[src/rtl/core/vopg_pkg.sv]
package vopg_pkg;

   localparam logic [7:0] LINE_LAST     = 8'd227;
   localparam logic [7:0] VISIBLE_WIDTH = 8'd160;
   localparam logic [7:0] SYNC_START    = 8'd214;
   localparam logic [7:0] SYNC_END      = 8'd198;

   localparam logic [1:0] CMD_TICK  = 2'd0;
   localparam logic [1:0] CMD_WRITE = 2'd1;
   localparam logic [1:0] CMD_READ  = 2'd2;

   localparam logic [1:0] VS_BLANK = 2'd0;
   localparam logic [1:0] VS_SYNC  = 2'd1;
   localparam logic [1:0] VS_PIXEL = 2'd2;

   localparam logic [5:0] A_VSYNC  = 6'h00;
   localparam logic [5:0] A_VBLANK = 6'h01;
   localparam logic [5:0] A_WSYNC  = 6'h02;
   localparam logic [5:0] A_RSYNC  = 6'h03;
   localparam logic [5:0] A_NUSIZ0 = 6'h04;
   localparam logic [5:0] A_NUSIZ1 = 6'h05;
   localparam logic [5:0] A_COLUP0 = 6'h06;
   localparam logic [5:0] A_COLUP1 = 6'h07;
   localparam logic [5:0] A_COLUPF = 6'h08;
   localparam logic [5:0] A_COLUBK = 6'h09;
   localparam logic [5:0] A_CTRLPF = 6'h0a;
   localparam logic [5:0] A_REFP0  = 6'h0b;
   localparam logic [5:0] A_REFP1  = 6'h0c;
   localparam logic [5:0] A_PF0    = 6'h0d;
   localparam logic [5:0] A_PF1    = 6'h0e;
   localparam logic [5:0] A_PF2    = 6'h0f;
   localparam logic [5:0] A_RESP0  = 6'h10;
   localparam logic [5:0] A_RESP1  = 6'h11;
   localparam logic [5:0] A_RESM0  = 6'h12;
   localparam logic [5:0] A_RESM1  = 6'h13;
   localparam logic [5:0] A_RESBL  = 6'h14;
   localparam logic [5:0] A_GRP0   = 6'h1b;
   localparam logic [5:0] A_GRP1   = 6'h1c;
   localparam logic [5:0] A_ENAM0  = 6'h1d;
   localparam logic [5:0] A_ENAM1  = 6'h1e;
   localparam logic [5:0] A_ENABL  = 6'h1f;
   localparam logic [5:0] A_HMP0   = 6'h20;
   localparam logic [5:0] A_HMP1   = 6'h21;
   localparam logic [5:0] A_HMM0   = 6'h22;
   localparam logic [5:0] A_HMM1   = 6'h23;
   localparam logic [5:0] A_HMBL   = 6'h24;
   localparam logic [5:0] A_VDELP0 = 6'h25;
   localparam logic [5:0] A_VDELP1 = 6'h26;
   localparam logic [5:0] A_VDELBL = 6'h27;
   localparam logic [5:0] A_RESMP0 = 6'h28;
   localparam logic [5:0] A_RESMP1 = 6'h29;
   localparam logic [5:0] A_HMOVE  = 6'h2a;
   localparam logic [5:0] A_HMCLR  = 6'h2b;
   localparam logic [5:0] A_CXCLR  = 6'h2c;

   // flag word passed from the pixel stage back to the top level
   typedef struct packed {
      logic [7:0][7:0] col_or;
   } vopg_coll_type;

   // object state the pixel logic looks at
   typedef struct packed {
      logic [19:0]     pf;
      logic [4:0][7:0] pos;
      logic [3:0][7:0] colr;
      logic [2:0][7:0] ctrl;
      logic [1:0]      refl;
      logic [1:0][7:0] shape;
      logic [8:0]      edb;
   } vopg_view_type;

   function automatic logic [7:0] pos_bump(input logic [7:0] p);
      return (p >= VISIBLE_WIDTH - 8'd1) ? 8'd0 : p + 8'd1;
   endfunction

endpackage

[src/rtl/core/vopg_pixel.sv]
module vopg_pixel
   import vopg_pkg::*;
(
   input  vopg_view_type view,
   input  logic [7:0]    offset,
   output logic [7:0]    colour,
   output vopg_coll_type coll
);

   logic [5:0] slot;
   logic       pf, bl, pfb;
   logic [1:0] p, m;
   logic [7:0] pfc;
   logic [5:0] mir;
   logic [4:0] idx;

   function automatic logic player_px(input logic [7:0] shape, input logic [7:0] pos,
                                      input logic [2:0] sz, input logic refl);
      logic [7:0] r;
      logic       on;
      on = (shape != 8'd0) && (pos >= 8'd5);
      r  = pos - 8'd5;
      case (sz)
         3'd1: if (r >= 8'd16) r = r - 8'd16;
         3'd2: if (r >= 8'd32) r = r - 8'd32;
         3'd3: if (r >= 8'd32) r = r - 8'd32; else if (r >= 8'd16) r = r - 8'd16;
         3'd4: if (r >= 8'd64) r = r - 8'd64;
         3'd5: r = r >> 1;
         3'd6: if (r >= 8'd64) r = r - 8'd64; else if (r >= 8'd32) r = r - 8'd32;
         3'd7: r = r >> 2;
         default: r = r;
      endcase
      if (r >= 8'd8) on = 1'b0;
      return on & shape[r[2:0] ^ (refl ? 3'd0 : 3'd7)];
   endfunction

   function automatic logic span_px(input logic [7:0] pos, input logic [1:0] sz);
      logic [7:0] r;
      r = pos - 8'd4;
      return (pos >= 8'd4) && (r < (8'd1 << sz));
   endfunction

   always_comb begin
      slot = offset[7:2];
      mir  = view.ctrl[0][0] ? 6'd39 - slot : slot - 6'd20;
      idx  = (slot < 6'd20) ? slot[4:0] : mir[4:0];
      pf   = (slot < 6'd40) ? view.pf[idx] : 1'b0;
      pfc  = (view.ctrl[0][2:1] == 2'b01) ? view.colr[(slot < 6'd20) ? 1'b0 : 1'b1]
                                          : view.colr[2];
      for (int c = 0; c < 2; c++) begin
         p[c] = player_px(view.shape[c], view.pos[c], view.ctrl[1+c][2:0], view.refl[c]);
         m[c] = view.edb[c] && !view.edb[7+c] && span_px(view.pos[2+c], view.ctrl[1+c][5:4]);
      end
      bl = view.edb[2] && span_px(view.pos[4], view.ctrl[0][5:4]);

      for (int i = 0; i < 8; i++) coll.col_or[i] = 8'd0;
      if (p != 2'b00) begin
         coll.col_or[0] = {m[0] & p[1], m[0] & p[0], 6'd0};
         coll.col_or[1] = {m[1] & p[0], m[1] & p[1], 6'd0};
         coll.col_or[2] = {pf & p[0], bl & p[0], 6'd0};
         coll.col_or[3] = {pf & p[1], bl & p[1], 6'd0};
         coll.col_or[7][7] = p[0] & p[1];
      end
      if (pf | bl) begin
         coll.col_or[4] = {pf & m[0], bl & m[0], 6'd0};
         coll.col_or[5] = {pf & m[1], bl & m[1], 6'd0};
         coll.col_or[6][7] = pf & bl;
      end
      coll.col_or[7][6] = m[0] & m[1];

      pfb    = pf | bl;
      colour = pfb ? pfc : view.colr[3];
      if (!view.ctrl[0][2] || !pfb) begin
         if (p[1] | m[1]) colour = view.colr[1];
         if (p[0] | m[0]) colour = view.colr[0];
      end
   end

endmodule

[src/rtl/core/video_object_pixel_generator_unit.sv]
// Video object pixel generator: colour-clock core of a console video chip.
//
// Request channel (req_): one word per command. tdata holds, from bit 0 up,
// command[1:0], reg_address[7:2], write_data[15:8]. Command 0 is a colour
// clock tick, 1 a register write, 2 a collision read.
// Response channel (rsp_): exactly one word per request word, in order.
//
// All work for a word is combinational between the request handshake and
// the response register, so a new word is taken every cycle while the
// response side keeps up (one tick per clock).
// The response register acts as the only buffer: req_tready is high whenever
// the response register is empty or being emptied this cycle, so a stall on
// rsp_tready holds one word and back-pressures the request side at once.
//
// Reset (synchronous, active high) clears all but the response data; collision
// latches come up as 0xff. cpu_hold reports the sync-wait flag after each word.
module video_object_pixel_generator_unit
   import vopg_pkg::*;
(
   input  logic        clock,
   input  logic        reset,
   input  logic        req_tvalid,
   output logic        req_tready,
   input  logic [15:0] req_tdata,  // command[1:0], reg_address[7:2], write_data[15:8]
   output logic        rsp_tvalid,
   input  logic        rsp_tready,
   output logic [23:0] rsp_tdata   // video_state[1:0], pixel_colour[9:2], pixel_valid[10],
                                   // read_data[18:11], cpu_hold[19], zero[23:20]
);

   logic [7:0]  line_ff, line_in;
   logic [19:0] pf_ff, pf_in;
   logic [7:0]  pos_ff [5];
   logic [7:0]  pos_in [5];
   logic [7:0]  cx_ff [8];
   logic [7:0]  cx_in [8];
   logic [7:0]  colr_ff [4];
   logic [7:0]  colr_in [4];
   logic [7:0]  ctrl_ff [3];
   logic [7:0]  ctrl_in [3];
   logic [1:0]  refl_ff, refl_in;
   logic [7:0]  shp_ff [2];
   logic [7:0]  shp_in [2];
   logic [7:0]  shl_ff [2];
   logic [7:0]  shl_in [2];
   logic [8:0]  edb_ff, edb_in;
   logic [3:0]  hm_ff [5];
   logic [3:0]  hm_in [5];
   logic [3:0]  mcnt_ff, mcnt_in;
   logic [4:0]  mflg_ff, mflg_in;
   logic [2:0]  mctl_ff, mctl_in;
   logic [3:0]  sbf_ff, sbf_in;

   logic        vld_ff, vld_in;
   logic [19:0] out_ff, out_in;

   logic [1:0]  cmd;
   logic [5:0]  addr;
   logic [7:0]  wd;
   logic        take;

   vopg_view_type view;
   vopg_coll_type coll;
   logic [7:0]    pix_colour;
   logic [7:0]    offset;

   logic [1:0]  st;
   logic [7:0]  colour, rd, limit;
   logic [3:0]  cv;
   logic        extend, in_vis;

   assign cmd  = req_tdata[1:0];
   assign addr = req_tdata[7:2];
   assign wd   = req_tdata[15:8];
   assign req_tready = !vld_ff || rsp_tready;
   assign take = req_tvalid && req_tready;
   assign rsp_tvalid = vld_ff;
   assign rsp_tdata  = {4'd0, out_ff};

   always_comb begin
      view.pf = pf_ff;
      view.refl = refl_ff;
      view.edb = edb_ff;
      for (int i = 0; i < 5; i++) view.pos[i] = pos_ff[i];
      for (int i = 0; i < 4; i++) view.colr[i] = colr_ff[i];
      for (int i = 0; i < 3; i++) view.ctrl[i] = ctrl_ff[i];
      for (int i = 0; i < 2; i++) view.shape[i] = shp_ff[i];
   end

   // positions may move during the tick before drawing: the pixel must see
   // the post-motion positions, so feed it mpos as it stands mid-tick
   logic [7:0] mpos [5];
   vopg_view_type view_d;
   always_comb begin
      view_d = view;
      for (int i = 0; i < 5; i++) view_d.pos[i] = mpos[i];
   end

   vopg_pixel u_pixel (
      .view   (view_d),
      .offset (offset),
      .colour (pix_colour),
      .coll   (coll)
   );

   assign offset = VISIBLE_WIDTH - 8'd1 - line_ff;

   always_comb begin
      line_in = line_ff; pf_in = pf_ff; refl_in = refl_ff; edb_in = edb_ff;
      mcnt_in = mcnt_ff; mflg_in = mflg_ff; mctl_in = mctl_ff; sbf_in = sbf_ff;
      for (int i = 0; i < 5; i++) begin pos_in[i] = pos_ff[i]; hm_in[i] = hm_ff[i]; end
      for (int i = 0; i < 8; i++) cx_in[i] = cx_ff[i];
      for (int i = 0; i < 4; i++) colr_in[i] = colr_ff[i];
      for (int i = 0; i < 3; i++) ctrl_in[i] = ctrl_ff[i];
      for (int i = 0; i < 2; i++) begin shp_in[i] = shp_ff[i]; shl_in[i] = shl_ff[i]; end
      for (int i = 0; i < 5; i++) mpos[i] = pos_ff[i];
      st = VS_BLANK; colour = 8'd0; rd = 8'hff;
      cv = mcnt_ff ^ 4'd7;
      extend = sbf_ff[2];
      limit = 8'd0; in_vis = 1'b0;

      if (cmd == CMD_TICK) begin
         // horizontal move, on ticks where the low two line counter bits are zero
         if (line_ff[1:0] == 2'd0) begin
            if (mflg_ff != 5'd0) begin
               for (int c = 0; c < 5; c++) begin
                  if (cv == hm_ff[c]) mflg_in[c] = 1'b0;
                  if (mflg_in[c]) mpos[c] = pos_bump(pos_ff[c]);
               end
            end
            if (mctl_ff[0]) begin
               if (mcnt_ff == 4'd0) mctl_in[0] = 1'b0;
               mcnt_in = mcnt_ff - 4'd1;
            end
         end
         limit = extend ? VISIBLE_WIDTH - 8'd8 : VISIBLE_WIDTH;
         if (sbf_ff[0]) st = (line_ff < SYNC_START) ? VS_SYNC : VS_BLANK;
         else if (line_ff < limit) st = sbf_ff[1] ? VS_BLANK : VS_PIXEL;
         else if (line_ff < SYNC_END) st = VS_BLANK;
         else if (line_ff < SYNC_START) st = VS_SYNC;
         else st = VS_BLANK;
         if (extend && line_ff == VISIBLE_WIDTH - 8'd9) begin
            sbf_in[2] = 1'b0;
            limit = VISIBLE_WIDTH;
         end
         in_vis = line_ff < limit;
         for (int c = 0; c < 5; c++) pos_in[c] = mpos[c];
         if (in_vis) begin
            if (st == VS_PIXEL) begin
               colour = pix_colour;
               for (int i = 0; i < 8; i++) cx_in[i] = cx_ff[i] | coll.col_or[i];
            end
            for (int c = 0; c < 5; c++) pos_in[c] = pos_bump(mpos[c]);
         end
         line_in = (line_ff == 8'd0) ? LINE_LAST : line_ff - 8'd1;
         if (line_in == LINE_LAST) sbf_in[3] = 1'b0;
         if (mctl_in[2:1] != 2'd0) begin
            mctl_in[2:1] = mctl_in[2:1] - 2'd1;
            if (mctl_in[2:1] == 2'd0) begin
               mcnt_in = 4'hf; mflg_in = 5'h1f; mctl_in[0] = 1'b1;
            end
         end
      end else if (cmd == CMD_WRITE) begin
         case (addr)
            A_VSYNC:  sbf_in[0] = wd[1];
            A_VBLANK: sbf_in[1] = wd[1];
            A_WSYNC:  sbf_in[3] = 1'b1;
            A_RSYNC:  line_in = 8'd0;
            A_NUSIZ0: ctrl_in[1] = wd;
            A_NUSIZ1: ctrl_in[2] = wd;
            A_COLUP0: colr_in[0] = wd;
            A_COLUP1: colr_in[1] = wd;
            A_COLUPF: colr_in[2] = wd;
            A_COLUBK: colr_in[3] = wd;
            A_CTRLPF: ctrl_in[0] = wd;
            A_REFP0:  refl_in[0] = wd[3];
            A_REFP1:  refl_in[1] = wd[3];
            A_PF0:    pf_in[3:0] = wd[7:4];
            A_PF1:    for (int i = 0; i < 8; i++) pf_in[4+i] = wd[7-i];
            A_PF2:    pf_in[19:12] = wd;
            A_RESP0:  pos_in[0] = 8'd0;
            A_RESP1:  pos_in[1] = 8'd0;
            A_RESM0:  pos_in[2] = 8'd0;
            A_RESM1:  pos_in[3] = 8'd0;
            A_RESBL:  pos_in[4] = 8'd0;
            A_GRP0: begin
               shl_in[0] = wd;
               if (!edb_ff[5]) shp_in[0] = wd;
               shp_in[1] = shl_ff[1];
            end
            A_GRP1: begin
               edb_in[2] = edb_ff[3];
               shl_in[1] = wd;
               if (!edb_ff[6]) shp_in[1] = wd;
               shp_in[0] = shl_ff[0];
            end
            A_ENAM0:  edb_in[0] = wd[1];
            A_ENAM1:  edb_in[1] = wd[1];
            A_ENABL: begin
               edb_in[3] = wd[1];
               if (!edb_ff[4]) edb_in[2] = wd[1];
            end
            A_HMP0:   hm_in[0] = wd[7:4];
            A_HMP1:   hm_in[1] = wd[7:4];
            A_HMM0:   hm_in[2] = wd[7:4];
            A_HMM1:   hm_in[3] = wd[7:4];
            A_HMBL:   hm_in[4] = wd[7:4];
            A_VDELP0: edb_in[5] = wd[0];
            A_VDELP1: edb_in[6] = wd[0];
            A_VDELBL: edb_in[4] = wd[0];
            A_RESMP0: begin
               if (!wd[1] && edb_ff[7]) pos_in[2] = pos_ff[0];
               edb_in[7] = wd[1];
            end
            A_RESMP1: begin
               if (!wd[1] && edb_ff[8]) pos_in[3] = pos_ff[1];
               edb_in[8] = wd[1];
            end
            A_HMOVE: begin
               sbf_in[2] = 1'b1;
               mctl_in[2:1] = 2'b11;
            end
            A_HMCLR:  for (int i = 0; i < 5; i++) hm_in[i] = 4'd0;
            A_CXCLR: begin
               for (int i = 0; i < 8; i++) cx_in[i] = 8'h3f;
               cx_in[6] = 8'h7f;
            end
            default: ;
         endcase
      end else if (cmd == CMD_READ) begin
         if (!addr[3]) rd = cx_ff[addr[2:0]];
      end
      out_in = {sbf_in[3], rd, (st == VS_PIXEL), colour, st};
   end

   // note: a tick with pixel drawn uses mpos for the view; when no move step
   // happens mpos equals the stored positions
   always_ff @(posedge clock) begin
      if (reset) begin
         vld_ff <= 1'b0;
      end else if (take) begin
         vld_ff <= 1'b1;
      end else if (rsp_tready) begin
         vld_ff <= 1'b0;
      end
      if (take) out_ff <= out_in;
   end

   always_ff @(posedge clock) begin
      if (reset) begin
         line_ff <= 8'd0; pf_ff <= 20'd0; refl_ff <= 2'd0; edb_ff <= 9'd0;
         mcnt_ff <= 4'd0; mflg_ff <= 5'd0; mctl_ff <= 3'd0; sbf_ff <= 4'd0;
         for (int i = 0; i < 5; i++) begin pos_ff[i] <= 8'd0; hm_ff[i] <= 4'd0; end
         for (int i = 0; i < 8; i++) cx_ff[i] <= 8'hff;
         for (int i = 0; i < 4; i++) colr_ff[i] <= 8'd0;
         for (int i = 0; i < 3; i++) ctrl_ff[i] <= 8'd0;
         for (int i = 0; i < 2; i++) begin shp_ff[i] <= 8'd0; shl_ff[i] <= 8'd0; end
      end else if (take) begin
         line_ff <= line_in; pf_ff <= pf_in; refl_ff <= refl_in; edb_ff <= edb_in;
         mcnt_ff <= mcnt_in; mflg_ff <= mflg_in; mctl_ff <= mctl_in; sbf_ff <= sbf_in;
         for (int i = 0; i < 5; i++) begin pos_ff[i] <= pos_in[i]; hm_ff[i] <= hm_in[i]; end
         for (int i = 0; i < 8; i++) cx_ff[i] <= cx_in[i];
         for (int i = 0; i < 4; i++) colr_ff[i] <= colr_in[i];
         for (int i = 0; i < 3; i++) ctrl_ff[i] <= ctrl_in[i];
         for (int i = 0; i < 2; i++) begin shp_ff[i] <= shp_in[i]; shl_ff[i] <= shl_in[i]; end
      end
   end

   // line counter never leaves its range
   a_line_range: assert property (@(posedge clock) disable iff (reset)
      line_ff <= LINE_LAST) else $error("line counter out of range");

   // a pixel flag goes with the pixel state only
   a_pix_state: assert property (@(posedge clock) disable iff (reset)
      rsp_tvalid |-> (rsp_tdata[10] == (rsp_tdata[1:0] == VS_PIXEL)))
      else $error("pixel flag disagrees with state");

   // player 0 position stays inside the visible width
   a_pos_range: assert property (@(posedge clock) disable iff (reset)
      pos_ff[0] < VISIBLE_WIDTH) else $error("player 0 position out of range");

   // a held response word stays until taken
   a_hold: assert property (@(posedge clock) disable iff (reset)
      (rsp_tvalid && !rsp_tready) |=> $stable(rsp_tdata))
      else $error("response word changed while stalled");

endmodule
[config.mk]
export PLATFORM = sky130hd
export DESIGN_NAME = video_object_pixel_generator_unit
export DESIGN_NICKNAME = d
export VERILOG_FILES = /design/src/rtl/core/vopg_pkg.sv /design/src/rtl/core/vopg_pixel.sv /design/src/rtl/core/video_object_pixel_generator_unit.sv
export SDC_FILE = /design/constraint.sdc
export NUM_CORES = 1
export LEC_CHECK = 0
export BUFFER_PORTS_ARGS = -buffer_cell sky130_fd_sc_hd__buf_2
export CORE_MARGIN = 2
export CORE_UTILIZATION = 27
export CTS_CLUSTER_DIAMETER = 120
export CTS_CLUSTER_SIZE = 8
export DETAILED_ROUTE_END_ITERATION = 12
export PLACE_DENSITY = 0.4
export SLEW_MARGIN = 0
export SYNTH_ARGS = -nofsm -noshare
export SYNTH_HDL_FRONTEND = slang
export SYNTH_SLANG_ARGS = --single-unit
[constraint.sdc]
create_clock -name clock -period 9.9 [get_ports clock]
set_clock_uncertainty 0.15 [all_clocks]
set_input_delay 0.495 -clock clock [delete_from_list [all_inputs] [get_ports clock]]
set_output_delay 0.495 -clock clock [all_outputs]
set_load 0.03 [all_outputs]
==> reports/metrics.cfg, run 1 <==
[final_layout]
mostFrequentLayoutCell = nand2_1
synthToLayoutAreaGrowth_pct = 11.99
nFillCells = 6311
final_cell_mix = nand2_1 (222), edfxtp_1 (171), nor2_1 (169)
register_area_um2 = 6256
fin_nets = 1922
multiInputGateArea_um2 = 9603
final_layout_size_suffix_gt1_share_pct = 10.49

[synth]
synth_edf_count = 171
async_reset_ff_share_pct = 0
yosysSeqAreaShare_pct = 38.05
ys_types = 116
synth-simple-area-share_pct = 22.46
synth_warnings = 0
synth_largest_area_cell = edfxtp_1
synth_compound_area_share_pct = 21.35
synth.avg_cell_area_um2 = 8.897
synth.area.top_cells = edfxtp_1 (31%), dfxtp_1 (6.8%), nand2_1 (5.1%)
postSynthCellCount = 1848
syn_area_um2 = 16440
synthAdderAreaFrac_pct = 3.805
synth_flop_cell = edfxtp_1
synth_xor_area_share_pct = 4.391
synth_top_area_share_pct = 31.23
synth_mux_area_share_pct = 6.019
synth-seq-cells = 227
synth_top_family_by_area = simple AND/OR/NAND/NOR gates

[cts]
clk_path_buf_depth = 3
clk_latency_ps = 540
cts_sinks = 227
cts_buffers = 34
htreeDepth = 2
cts_resized = 0
cts-hold-fix-buffers = 0
cts_tree = yes
clk_pin_slew_ps = 60
cts_root_buf = clkbuf_16
post_cts_buffers = 0

[timing]
finalCritPeriodShare_pct = 64.54
hold_viol = 0
period_needed_ps = 6389
relSlewSlack_pct = 21.44
max_freq_mhz = 156.5
rsz0062_at_grt = no
hold_slack_ps = 84.62
drv_slew = 0
tightest_slew_ps = 1174
finalSetupTns_ps = 0
setup_viol = 0

[routing]
dr_total_vias = 14220
drtPass1Iterations = 6
vias_per_cell = 5.343
ant_nets = 0
dr.first_iter.drc_count = 1272
drt_wl_total_um = 53440
wl_per_cell_um = 20.08
drc = 0

[global_route]
grt_start_max_net_pins = 71
grt_usage_pct = 16.69
antenna_found_initial = 6
grt_pass1_vias = 13580
grt_pass1_wl_um = 82680
grt-ovfl-total = 0

[floorplanning]
dieArea_um2 = 62890
fp.coreArea_um2 = 60250
io_pins = 46
row_count = 90
die_h_um = 250.8
initial_core_util_pct = 27.29
die-width_um = 250.8

[critical_path]
crit_arrival_ps = 6500
worst_setup_path_end_kind = flip-flop
crit_type = flip-flop to flip-flop
cp_max_fo = 14
cp-start-kind = flip-flop
required_ps = 10010

[placed_design]
portBuffers = 41
dp_hpwl_um = 38620
routabilityCongestion = 0.8404

[run]
cap_violations = 0

[power]
power-per-cell-area_nw_per_um2 = 149.8
irDropWorstVdd_mv = 0.1130
leakage_uw = 0.006382

[run_status]
status = finished, final reports clean

[worst_hold_path]
hold_class = input port to flip-flop

## worst max-delay path, cell delays in order, from the launching register on
cell,delay [ps]
edfxtp_1,640
ha_1,420
and4_1,390
o31ai_2,140
nand3_1,120
and2_1,220
nor2_1,60
a21oi_1,330
ha_1,360
a21o_1,230
and3_1,260
nor2_1,120
inv_1,160
ha_1,240
nand2_1,100
or3_1,430
and3_1,260
a221oi_2,250
o2111ai_1,200
nor4_4,600
a211o_4,300
o221ai_1,140
## final timing paths
path,startpoint,end,slack [ps],cells past startpoint
setup reg to reg,pos_ff[0][0]$_SDFFCE_PN0P_,out_ff[6]$_SDFFCE_PN0P_,3510,21
setup / recovery,pos_ff[0][0]$_SDFFCE_PN0P_,out_ff[6]$_SDFFCE_PN0P_,3510,21
hold / removal,req_tvalid,rsp_tvalid$_SDFFE_PP0P_,80,3
hold reg to reg,sbf_ff[3]$_SDFFE_PP0P_,sbf_ff[3]$_SDFFE_PP0P_,320,2
## layer usage
layer / track usage (%) / wire [µm]
met1: 22.92 / 25060
met2: 27.69 / 25080
met3: 1.750 / 2020
met4: 4.893 / 1259
met5: 0 / 25
## Yosys cell counts (12+ instances only)
master and count:
clkbuf_1 60, inv_1 42, xnor2_1 37, a21oi_1 125, o21a_1 14, mux2_2 14
nand2_1 222, a21o_1 20, nor2b_1 18, a31oi_1 30, o31ai_1 18, nor2_1 172
dfxtp_1 56, nand3_1 71, mux2i_1 60, nor3_1 51, or3_1 13, nand4_1 24
and3_1 27, xor2_1 33, o21ai_1 22, nand2b_1 45, ha_1 50, o21ai_0 113
buf_2 14, and2_1 39, buf_4 12, o221ai_1 13, a211oi_1 14, edfxtp_1 171
## cell families after synthesis
logic type / Yosys count
other: 1
flip-flops: 227
multiplexers: 85
AND/OR/NAND/NOR: 751
adder cells (fa/ha/maj): 50
XOR/XNOR: 76
AO/OA/AOI/OAI: 513
buffers and inverters: 145
## per-stage QoR
stage / cell area (µm²) / setup slack (ps) / std cells / util (%) / power [µW]
final: 18410 / 3511 / 2661 / 30.56 / 2759
after global routing: 18410 / 3052 / 2661 / 30.56 / 2878
after CTS: 18410 / 3560 / 2660 / 30.56 / 2786
after detailed placement: 17380 / 3531 / 2598 / 28.86 / 1633
after global placement: 17380 / 3692 / 2598 / 28.86 / 1634
after floorplan: 16450 / 4568 / 1851 / - / 1490
## power by group
group	switching [µW]	internal [µW]
Combinational	315	166
Clock	462	679
Sequential	56.0	1080
## layout make-up
| cell class | count | area share [%] |
|---|---|---|
| multi-input cells | 1479 | 52.15 |
| flip-flops and latches | 227 | 33.97 |
| well taps | 782 | 5.314 |
| clock buffers | 58 | 5.110 |
| repair buffers | 63 | 2.011 |
| inverters | 47 | 0.9581 |
| clock inverters | 4 | 0.4688 |
| diodes | 1 | 0.01359 |
## flip-flops by register name (all words and copies together), names as in the netlist, 15 cells and up
| name | cells |
|---|---|
| pos_ff | 40 |
| colr_ff | 32 |
| hm_ff | 20 |
| pf_ff | 20 |
| cx_ff | 17 |
| shl_ff | 16 |
| shp_ff | 16 |
| ctrl_ff | 15 |
| out_ff | 15 |
No activity file was read; power rests on OpenSTA's default activity.
==> run 2: changes to the inputs <==
- clock period: 9.9 -> 6.5 ns (I/O delays scaled with it)
==> reports/metrics.cfg, run 2 (synthesis results as in run 1) <==
[routing]
ant_nets = 0  ; unchanged
drt_wl_total_um = 53420  ; about the same
wl_per_cell_um = 19.97  ; -0.56%
drtPass1Iterations = 5  ; -1
dr_total_vias = 14350  ; +0.96%
drc = 0  ; unchanged
dr.first_iter.drc_count = 996  ; -22%
vias_per_cell = 5.366  ; +0.43%

[timing]
hold_slack_ps = 18.09  ; -66.52 ps
period_needed_ps = 6010  ; -379.5 ps
finalSetupTns_ps = 0  ; unchanged
hold_viol = 0  ; unchanged
finalCritPeriodShare_pct = 92.46  ; +28 points
setup_viol = 0  ; unchanged
drv_slew = 0  ; unchanged
setup_ws_ps = 490.3  ; -3020 ps
rsz0062_at_grt = no
tightest_slew_ps = 1122  ; -51.92 ps
relSlewSlack_pct = 24.92  ; +3.5 points
max_freq_mhz = 166.4  ; +6.3%

[power]
irDropWorstVdd_mv = 0.1953  ; +73%
swShare_pct = 30.55  ; +0.34 points
comb_power_share_pct = 17.7  ; +0.3 points
switching_power_uw = 1274  ; +53%
power_uw = 4172  ; +51%
internal_power_uw = 2898  ; +51%
p_seq_share_pct = 41.3  ; about the same
power-per-cell-area_nw_per_um2 = 225.5  ; +51%
leakage_uw = 0.006439  ; +0.89%
clkPwrFrac_pct = 40.9  ; -0.5 points

[floorplanning]
die_h_um = 250.8  ; unchanged
fp.coreArea_um2 = 60250  ; unchanged
initial_core_util_pct = 27.29  ; unchanged
row_count = 90  ; unchanged
die-width_um = 250.8  ; unchanged
dieArea_um2 = 62890  ; unchanged
io_pins = 46  ; unchanged

[cts]
htreeDepth = 2  ; unchanged
cts_sinks = 227  ; unchanged
clk_pin_slew_ps = 60  ; about the same
clk_latency_ps = 560  ; +20 ps
cts_tree = yes
cts_resized = 0  ; unchanged
clk_path_buf_depth = 3  ; unchanged
cts_buffers = 34  ; unchanged
cts_root_buf = clkbuf_16

[placed_design]
portBuffers = 41  ; unchanged
post-place-ws_ps = 501.5  ; -3030 ps
routabilityCongestion = 0.8221  ; -2.2%
dp_hpwl_um = 39050  ; +1.1%

[critical_path]
crit_type = flip-flop to flip-flop
cp-start-kind = flip-flop
crit_family = simple AND/OR/NAND/NOR gates
crit_path_cell_trace = ha_1 > and4_1 > o31ai_2 > nand3_1 > and2_1 > nor2_1 > a21oi_1 > ha_1 > a21o_1 > a21oi_2 > nor2_1 > inv_1 > ha_1 > nand2_1 > or3_1 > and3_1 > a31o_1 > nor3_1 > nor4_4 > buf_4 > a21oi_2 > o221ai_1
slowest_delay_ps = 540  ; -100 ps
path_common_cell = ha_1
cp_max_fo = 11  ; -3
crit_arrival_ps = 6140  ; -360 ps
worst_setup_path_end_kind = flip-flop
crit_buf_inv = 2  ; +1
worst_path_max_delay_cell = edfxtp_1
required_ps = 6630  ; -3380 ps

[final_layout]
final_layout_size_suffix_gt1_share_pct = 10.99  ; +0.50 points
mostFrequentLayoutCell = nand2_1
largest_reg_flops = 40  ; unchanged
synthToLayoutAreaGrowth_pct = 12.52
fin_nets = 1937  ; +0.78%
final_cell_mix = nand2_1 (222), nor2_1 (171), edfxtp_1 (171)
top_register = pos_ff
reg_top3 = pos_ff x40, colr_ff x32

[run_status]
status = finished, final reports clean

[global_route]
grt_pass1_vias = 13840  ; +1.9%
grt-ovfl-total = 0  ; unchanged
grt_start_max_net_pins = 71  ; unchanged
antenna_found_initial = 5  ; -1
grt_pass1_wl_um = 83380  ; +0.85%
grt_usage_pct = 16.86  ; +0.17 points

[worst_hold_path]
hold_class = input port to flip-flop

[run]
cap_violations = 0  ; unchanged

==> run 2: cell types whose count changed in the layout (fill, tap and decap cells not counted) <==
cell,before,now
dlygate4sd3_1,0,2
buf_4,22,35
nor2_2,5,3
clkinvlp_4,0,1
bufinv_16,1,0
clkbuf_1,24,23
nor2_1,169,171
==> run 2: per-layer routing <==
layer / global-route usage [%] / vias to the layer above / part of all wire (%)
li1: - / 6938 / -
met4: 4.311 / 4 / 1.7
met2: 27.99 / 335 / 47
met5: 0 / - / 0.030
met3: 2.185 / 61 / 3.9
met1: 23.12 / 7016 / 47
==> run 2: tightest hold or removal path: cells and delay by family <==
family,cells,cell delay [ps]
AO/OA/AOI/OAI,1,60
buffers and inverters,1,190
AND/OR/NAND/NOR,1,100
==> run 2: power by group through the flow <==
stage / sequential (µW) / combinational [µW] / clock, µW
after floorplan: 1720 / 552 / 0
after global placement: 1750 / 736 / 0
after detailed placement: 1750 / 733 / 0
after CTS: 1730 / 739 / 1760
after global routing: 1740 / 825 / 1820
final: 1730 / 740 / 1710
==> run 2: final timing paths <==
check                                                start                      end  slack [ps]  depth (start not counted)
worst max-delay path            pos_ff[0][1]$_SDFFCE_PN0P_  out_ff[3]$_SDFFCE_PN0P_         490                         22
worst min register to register      sbf_ff[3]$_SDFFE_PP0P_   sbf_ff[3]$_SDFFE_PP0P_         320                          2
worst min-delay path                          req_tdata[8]   edb_ff[5]$_SDFFE_PP0P_          20                          3
worst max register to register  pos_ff[0][1]$_SDFFCE_PN0P_  out_ff[3]$_SDFFCE_PN0P_         490                         22
==> run 2: cell type report <==
cell class / instances / area (µm²)
Antenna cell: 1 / 2.502
Clock buffer: 57 / 937.1
Clock inverter: 4 / 63.81
Fill cell: 6296 / 41750
Inverter: 47 / 176.4
Multi-Input combinational cell: 1479 / 9598
Sequential cell: 227 / 6256
Tap cell: 782 / 978.4
Timing Repair Buffer: 78 / 488.0
==> run 2: repair_timing <==
item,CTS,global route
buffers inserted,0,4
endpoints found under the hold margin,1,0
hold buffers,2,0
endpoints found under the setup margin,0,8
==> run 2: stage by stage <==
step / std cells / util, % / cell area (µm²)
2_1_floorplan: 1851 / - / 16450
3_3_place_gp: 2607 / 28.96 / 17450
3_5_place_dp: 2607 / 28.96 / 17450
4_1_cts: 2670 / 30.65 / 18470
5_1_grt: 2674 / 30.70 / 18500
6_report: 2675 / 30.71 / 18500
